`config.mk`:
```
export PLATFORM = sky130hd
export DESIGN_NAME = bounded_ordered_list_engine_unit
export DESIGN_NICKNAME = d
export VERILOG_FILES = /design/src/rtl/bole_pkg.sv /design/src/rtl/bole_cell.sv /design/src/rtl/bounded_ordered_list_engine_unit.sv
export SDC_FILE = /design/constraint.sdc
export NUM_CORES = 2
export LEC_CHECK = 0
export BUFFER_PORTS_ARGS = -buffer_cell sky130_fd_sc_hd__clkbuf_2
export CAP_MARGIN = 20
export CORE_MARGIN = 2
export CORE_UTILIZATION = 40
export DETAILED_ROUTE_END_ITERATION = 16
export RECOVER_POWER = 25
export SETUP_SLACK_MARGIN = 0.15
export SLEW_MARGIN = 25
export SYNTH_ARGS = -nofsm -noshare
export SYNTH_HDL_FRONTEND = slang
export SYNTH_SLANG_ARGS = --single-unit
```
`constraint.sdc`:
```
create_clock -name clk -period 8.1 [get_ports clk]
set_input_delay 1.215 -clock clk [delete_from_list [all_inputs] [get_ports clk]]
set_output_delay 1.215 -clock clk [all_outputs]
set_load 0.005 [all_outputs]
```
`src/rtl/bole_pkg.sv`:
```
package bole_pkg;

    localparam int DATA_W  = 32;
    localparam int REQ_W   = 3;
    localparam int STAT_W  = 2;
    localparam int ECNT_W  = 5;

    // request codes (s_tuser)
    localparam logic [REQ_W-1:0] REQ_PUSH_FRONT = 3'd0;
    localparam logic [REQ_W-1:0] REQ_PUSH_TAIL  = 3'd1;
    localparam logic [REQ_W-1:0] REQ_REMOVE     = 3'd2;
    localparam logic [REQ_W-1:0] REQ_REVERSE    = 3'd3;
    localparam logic [REQ_W-1:0] REQ_CLEAR      = 3'd4;
    localparam logic [REQ_W-1:0] REQ_READ       = 3'd5;

    // status codes (m_tuser)
    localparam logic [STAT_W-1:0] ST_OK    = 2'd0;
    localparam logic [STAT_W-1:0] ST_MISS  = 2'd1;
    localparam logic [STAT_W-1:0] ST_FULL  = 2'd2;
    localparam logic [STAT_W-1:0] ST_EMPTY = 2'd3;

    // per-cycle cell operations
    localparam logic [2:0] C_HOLD   = 3'd0;
    localparam logic [2:0] C_PUSHF  = 3'd1;  // every cell takes its left neighbor; cell 0 takes value
    localparam logic [2:0] C_PUSHB  = 3'd2;  // cell at pos loads value
    localparam logic [2:0] C_REMOVE = 3'd3;  // cells from first match on take right neighbor
    localparam logic [2:0] C_ROT    = 3'd4;  // cells below pos take right, cell at pos takes head

    typedef struct packed {
        logic [2:0]        op;
        logic [DATA_W-1:0] value;
    } cell_ctl_t;

endpackage

```
`src/rtl/bole_cell.sv`:
```
module bole_cell #(
    parameter int CAPACITY = 16,
    parameter int INDEX    = 0
) (
    input  logic                          clk,
    input  bole_pkg::cell_ctl_t           ctl,
    input  logic [$clog2(CAPACITY)-1:0]   pos,
    input  logic [$clog2(CAPACITY+1)-1:0] cnt,
    input  logic [31:0]                   left_data,
    input  logic [31:0]                   right_data,
    input  logic [31:0]                   head_data,
    input  logic                          hit_in,
    output logic                          hit_out,
    output logic [31:0]                   data
);
    import bole_pkg::*;

    localparam int IW = $clog2(CAPACITY);
    localparam int CW = $clog2(CAPACITY+1);
    localparam logic [IW-1:0] IDX  = IW'(INDEX);
    localparam logic [CW-1:0] IDXC = CW'(INDEX);

    logic [31:0] data_reg;
    logic [31:0] data_next;
    logic        match;

    assign match   = (data_reg == ctl.value) && (IDXC < cnt);
    assign hit_out = hit_in | match;
    assign data    = data_reg;

    always_comb
    begin
        case (ctl.op)
            C_PUSHF:  data_next = left_data;
            C_PUSHB:  data_next = (IDX == pos) ? ctl.value : data_reg;
            C_REMOVE: data_next = hit_out ? right_data : data_reg;
            C_ROT:
            begin
                if (IDX < pos)
                    data_next = right_data;
                else if (IDX == pos)
                    data_next = head_data;
                else
                    data_next = data_reg;
            end
            default:  data_next = data_reg;
        endcase
    end

    always_ff @(posedge clk)
    begin
        data_reg <= data_next;
    end

endmodule

```
`src/rtl/bounded_ordered_list_engine_unit.sv`:
```
// Push, remove, clear, unused codes, empty reads: one registered result, in the next cycle.
// These requests sustain one transaction per cycle while m_tready stays high.
// Read out: count results from the rotating head cell, one per cycle while m_tready is high.
// Reverse: one registered result, then the chain rotates in S_RV before s_tready returns.
// Reset clears the element count, the sequencer and the output valid; cell contents are not reset.
module bounded_ordered_list_engine_unit #(
    parameter int CAPACITY = 16
) (
    input  logic               clk,
    input  logic               rst_n,
    input  logic               s_tvalid,
    output logic               s_tready,
    input  logic signed [31:0] s_tdata,   // [31:0] value
    input  logic [2:0]         s_tuser,   // [2:0] req_type
    output logic               m_tvalid,
    input  logic               m_tready,
    output logic [39:0]        m_tdata,   // [31:0] item_value, [36:32] entry_count, rest zero
    output logic [1:0]         m_tuser,   // [1:0] status
    output logic               m_tlast    // is_last
);
    import bole_pkg::*;

    localparam int IW = $clog2(CAPACITY);
    localparam int CW = $clog2(CAPACITY+1);

    localparam logic [1:0] S_IDLE = 2'd0;
    localparam logic [1:0] S_RD   = 2'd1;
    localparam logic [1:0] S_RV   = 2'd2;

    logic [1:0]    state_reg, state_next;
    logic [CW-1:0] cnt_reg, cnt_next, cnt_m1;
    logic [IW-1:0] pos_reg, pos_next;

    logic              m_tvalid_reg;
    logic [STAT_W-1:0] status_reg;
    logic [31:0]       item_reg;
    logic              last_reg;
    logic [ECNT_W-1:0] ecnt_reg;

    cell_ctl_t     ctl;
    logic [IW-1:0] cell_pos;
    logic [31:0]   cell_data [CAPACITY];
    logic [CAPACITY:0] hit;

    logic              slot_free, accept, full, emit;
    logic [STAT_W-1:0] em_status;
    logic [31:0]       em_item;
    logic              em_last;
    logic [CW+4:0]     cnt_ext;

    assign slot_free = !m_tvalid_reg || m_tready;
    assign s_tready  = (state_reg == S_IDLE) && slot_free;
    assign accept    = s_tvalid && s_tready;
    assign full      = (cnt_reg == CW'(CAPACITY));
    assign cnt_m1    = cnt_reg - CW'(1);
    assign hit[0]    = 1'b0;
    assign cnt_ext   = {5'b0, cnt_next};

    genvar g;
    generate
        for (g = 0; g < CAPACITY; g++)
        begin : g_cell
            logic [31:0] left_d, right_d;
            if (g == 0)
            begin : g_first
                assign left_d = ctl.value;
            end
            else
            begin : g_mid
                assign left_d = cell_data[g-1];
            end
            if (g == CAPACITY-1)
            begin : g_last
                assign right_d = cell_data[g];
            end
            else
            begin : g_inner
                assign right_d = cell_data[g+1];
            end

            bole_cell #(
                .CAPACITY (CAPACITY),
                .INDEX    (g)
            ) u_cell (
                .clk        (clk),
                .ctl        (ctl),
                .pos        (cell_pos),
                .cnt        (cnt_reg),
                .left_data  (left_d),
                .right_data (right_d),
                .head_data  (cell_data[0]),
                .hit_in     (hit[g]),
                .hit_out    (hit[g+1]),
                .data       (cell_data[g])
            );
        end
    endgenerate

    always_comb
    begin
        ctl.op     = C_HOLD;
        ctl.value  = s_tdata;
        cell_pos   = cnt_reg[IW-1:0];
        cnt_next   = cnt_reg;
        state_next = state_reg;
        pos_next   = pos_reg;
        emit       = 1'b0;
        em_status  = ST_OK;
        em_item    = '0;
        em_last    = 1'b1;

        case (state_reg)
            S_IDLE:
            begin
                if (accept)
                begin
                    emit = 1'b1;
                    case (s_tuser)
                        REQ_PUSH_FRONT, REQ_PUSH_TAIL:
                        begin
                            if (full)
                                em_status = ST_FULL;
                            else
                            begin
                                ctl.op   = (s_tuser == REQ_PUSH_FRONT) ? C_PUSHF : C_PUSHB;
                                cnt_next = cnt_reg + CW'(1);
                            end
                        end
                        REQ_REMOVE:
                        begin
                            ctl.op = C_REMOVE;
                            if (hit[CAPACITY])
                                cnt_next = cnt_m1;
                            else
                                em_status = ST_MISS;
                        end
                        REQ_REVERSE:
                        begin
                            if (cnt_reg < CW'(2))
                                em_status = ST_MISS;
                            else
                            begin
                                state_next = S_RV;
                                pos_next   = cnt_m1[IW-1:0];
                            end
                        end
                        REQ_CLEAR:
                            cnt_next = '0;
                        REQ_READ:
                        begin
                            if (cnt_reg == '0)
                                em_status = ST_EMPTY;
                            else
                            begin
                                emit       = 1'b0;
                                state_next = S_RD;
                                pos_next   = cnt_m1[IW-1:0];
                            end
                        end
                        default: ;
                    endcase
                end
            end
            S_RD:
            begin
                if (slot_free)
                begin
                    ctl.op   = C_ROT;
                    cell_pos = cnt_m1[IW-1:0];
                    emit     = 1'b1;
                    em_item  = cell_data[0];
                    em_last  = (pos_reg == '0);
                    pos_next = pos_reg - IW'(1);
                    if (pos_reg == '0)
                        state_next = S_IDLE;
                end
            end
            S_RV:
            begin
                // pop head, drop it at pos; pos walks down toward the front
                ctl.op   = C_ROT;
                cell_pos = pos_reg;
                pos_next = pos_reg - IW'(1);
                if (pos_reg == IW'(1))
                    state_next = S_IDLE;
            end
            default:
                state_next = S_IDLE;
        endcase
    end

    always_ff @(posedge clk or negedge rst_n)
    begin
        if (!rst_n)
        begin
            state_reg    <= S_IDLE;
            cnt_reg      <= '0;
            pos_reg      <= '0;
            m_tvalid_reg <= 1'b0;
        end
        else
        begin
            state_reg <= state_next;
            cnt_reg   <= cnt_next;
            pos_reg   <= pos_next;
            if (emit)
                m_tvalid_reg <= 1'b1;
            else if (m_tready)
                m_tvalid_reg <= 1'b0;
        end
    end

    always_ff @(posedge clk)
    begin
        if (emit)
        begin
            status_reg <= em_status;
            item_reg   <= em_item;
            last_reg   <= em_last;
            ecnt_reg   <= cnt_ext[ECNT_W-1:0];
        end
    end

    assign m_tvalid = m_tvalid_reg;
    assign m_tdata  = {3'b0, ecnt_reg, item_reg};
    assign m_tuser  = status_reg;
    assign m_tlast  = last_reg;

    a_cnt_bound: assert property (@(posedge clk) disable iff (!rst_n)
        cnt_reg <= CW'(CAPACITY))
        else $error("element count above capacity");

    a_busy_blocks: assert property (@(posedge clk) disable iff (!rst_n)
        (state_reg != S_IDLE) |-> !s_tready)
        else $error("input taken while sequencing");

    a_rd_end: assert property (@(posedge clk) disable iff (!rst_n)
        (state_reg == S_RD && slot_free && pos_reg == '0) |=> (state_reg == S_IDLE && m_tlast))
        else $error("read out did not finish on last element");

    a_clear: assert property (@(posedge clk) disable iff (!rst_n)
        (accept && s_tuser == REQ_CLEAR) |=> (cnt_reg == '0 && m_tvalid))
        else $error("clear did not empty the list");

    a_rv_count: assert property (@(posedge clk) disable iff (!rst_n)
        (state_reg == S_RV) |=> $stable(cnt_reg))
        else $error("count changed during reverse");

endmodule

```
==> impl_results.md <==
- Htree depth: 3
- Max reg flops: roughly 500
- Post-detail-place hpwl: 113.5 mm
- Seq/Total Area, Yosys: about 50%
- F_max: 154.2 MHz
- Min-delay worst type: reg2reg
- Required time worst endpoint: 8430 ps
- Ys async rst share: 2.128%
- I/O pin cnt: 84
- Non-Filler Instances: 4508
- Final Setup Violations: 0
- Count leader, synth: edfxtp_1
- # clock sinks: ~560
- Routed len/inst: 35.23 µm
- Final Skew: around 28 ps
- # Max-Cap Violations: 5
- Top_reg_cell synth: edfxtp_1
- FP Rows: 107
- Die width: 296.9 µm
- CP Capture Type: flip-flop
- Longest Clk Path Bufs: 3
- # DRC: 0
- Post-synth top area share: 48.30%
- Unrepaired setup endpoints after global routing: no
- Starting Density: about two fifths
- CP bufs+invs: 4
- Dominant cell type by area after synthesis: edfxtp_1
- Vias in the first global route: roughly 29000
- Global route overflow: 0
- GPL Wtd Cong: 1.077
- Die Area: 88150 µm²
- Failing checks: max-capacitance violations, max-slew violations
- Setup TNS: 0 ps
- Detail Route Antenna Nets: 0
- Worst-path cell chain: inv_1, ha_1, clkbuf_1, inv_1, o31ai_1, nor4_1, mux2_2, nand2_1, and3_4, and2_1, a21oi_1, o31a_2, buf_4
- Largest net degree at the start of global routing: 178
- Synthesized cell area: 34320 µm²
- Mean Syn Cell Area: 10.14 µm²
- Placed cells: 4393
- Final Net Count: around 3400
- CP max-delay cell: clkbuf_1
- Crit path arrival time: 6810 ps
- Detailed Route Iter0 Violations: 5662
- Area contributors post-synth: edfxtp_1 48%, xnor2_1 7.1%, a22oi_1 6.5%, xor2_1 6.0%, a21oi_1 5.2%
- Largest stage delay, worst path: 1170 ps
- TritonCTS Buffers: 67
- Vias: 30940
- CTS root buffer: clkbuf_16
- Clock Latency Late Sink: 650 ps
- Crit-path most repeated cell: inv_1
- Setup bufs post-CTS: 0
- CTS resizes: 0
- Core area: 85150 µm²
- Worst-margin pin slew: 3172 ps
- Synth top cells by count: 552 x edfxtp_1, 415 x nor2_1, 354 x a21oi_1
- P&R area growth vs syn: 10.45%
- Tmin final: 6484 ps
- Multi-input gate area: around 16000 µm²
- Reg clk slew, reported paths: 60 ps
- Synth cell types: 71
- Final wirelength: 158.8 mm
- GRT Total Usage: 34.75%
- Yosys reg bits: ~560
- Mapped Cells: 3383
- Storage element area: 16880 µm²
- Crit path max-delay family: buffers and inverters
- Run status: finished with violations
- Cts hold-fix bufs: 0
- Post-DR vias/cell: 6.863
- First-pass GRT wire length: 221.8 mm
- TritonCTS clock tree: done
- First drt pass iteration count: 7
- Setup CP Type: reg2reg
- Port Buffer Count: 80
- Ys Warns: 0
- Post-synth EDFFs: 552
- Max Slew Vio Count: 184
- Slew HR: -111.5%
- Crit path max fanout: 40
- Chip height: 296.9 µm
- Initial antenna violation count: 2
- Ratio of cells with drive above 1 in the final layout: 9.486%
- Final worst path period share: 80.05%
- Final Hold Fails: 0
- CP startpoint kind: flip-flop
- Filler cell count: 8272
==> path summary, 6_finish.rpt <==
kind,depth (start not counted),endpoint,slack (ps),startpoint
min in group asynchronous,1,cnt_reg[2]$_DFF_PN0_,630,rst_n
hold / removal,2,pos_reg[1]$_DFFE_PN0P_,540,pos_reg[1]$_DFFE_PN0P_
hold reg to reg,2,pos_reg[1]$_DFFE_PN0P_,540,pos_reg[1]$_DFFE_PN0P_
setup reg to reg,13,g_cell[9].u_cell.data[14]$_DFFE_PP_,1620,state_reg[1]$_DFFE_PN0P_
max in group asynchronous,1,state_reg[0]$_DFFE_PN0P_,6980,rst_n
setup / recovery,13,g_cell[9].u_cell.data[14]$_DFFE_PP_,1620,state_reg[1]$_DFFE_PN0P_
==> worst register-to-register path: cells and delay by family, from the launching register on <==
kind / cells / cell delay, ps
compound gates: 3 / 1490
fa+ha+maj: 1 / 150
flops: 1 / 450
mux: 1 / 310
buf+inv: 4 / 1950
simple gates: 4 / 1800
==> per-stage QoR <==
stage	hold WS [ps]	utilization [%]	area (µm²)	setup WS, ps
finish	542.0	44.51	37900	1616
floorplan	486.7	-	34330	945.6
detailed placement	527.5	42.14	35880	2386
global route	576.1	44.51	37900	1315
global placement	523.9	42.10	35850	2525
CTS	477.3	44.58	37960	3000
==> placed cells by master, fill, tap and decap left out, types with 11 or more instances in the layout <==
master and instances:
edfxtp_1 552, nor2_1 407, a21oi_1 351, a22oi_1 298, xnor2_1 280, xor2_1 234
nand2_1 179, a221o_1 103, o21ai_0 99, buf_4 86, nand4_1 78, nor4_1 76
clkbuf_16 70, clkbuf_2 56, clkbuf_1 45, and2_1 41, nand3_1 38, mux2_2 35
and3_1 33, a31oi_1 27, a221oi_1 22, nor3_1 19, clkinv_1 14, a21o_1 13
ha_1 12, dfrtp_1 12, inv_1 11, o21ai_2 11
==> final cells by class <==
| cell class | instances | area share (%) |
|---|---|---|
| timing repair buffer | 173 | 2.836 |
| clock inverter | 26 | 0.6569 |
| multi-input combinational | 2501 | 43.26 |
| tap | 1144 | 3.777 |
| sequential | 564 | 44.53 |
| inverter | 11 | 0.1089 |
| clock buffer | 88 | 4.826 |
| antenna | 1 | 0.006602 |
==> layer usage <==
layer,wire length (µm),GRT usage (%)
met1,58890,46.41
met2,66980,50.78
met3,24850,12.64
met4,8099,14.39
met5,10,0
==> cells by family after synthesis <==
| group | synth area share [%] |
|---|---|
| buffers and inverters | 3.963 |
| AND/OR/NAND/NOR | 12.63 |
| adder cells (fa/ha/maj) | 0.4375 |
| XOR/XNOR | 13.12 |
| multiplexers | 1.207 |
| flip-flops | 49.18 |
| AO/OA/AOI/OAI | 19.46 |
| other | 0.01093 |
Power is left out: the tool's default activity adds up to more than one toggle a clock period on the data nets, which glitch-free logic cannot reach.
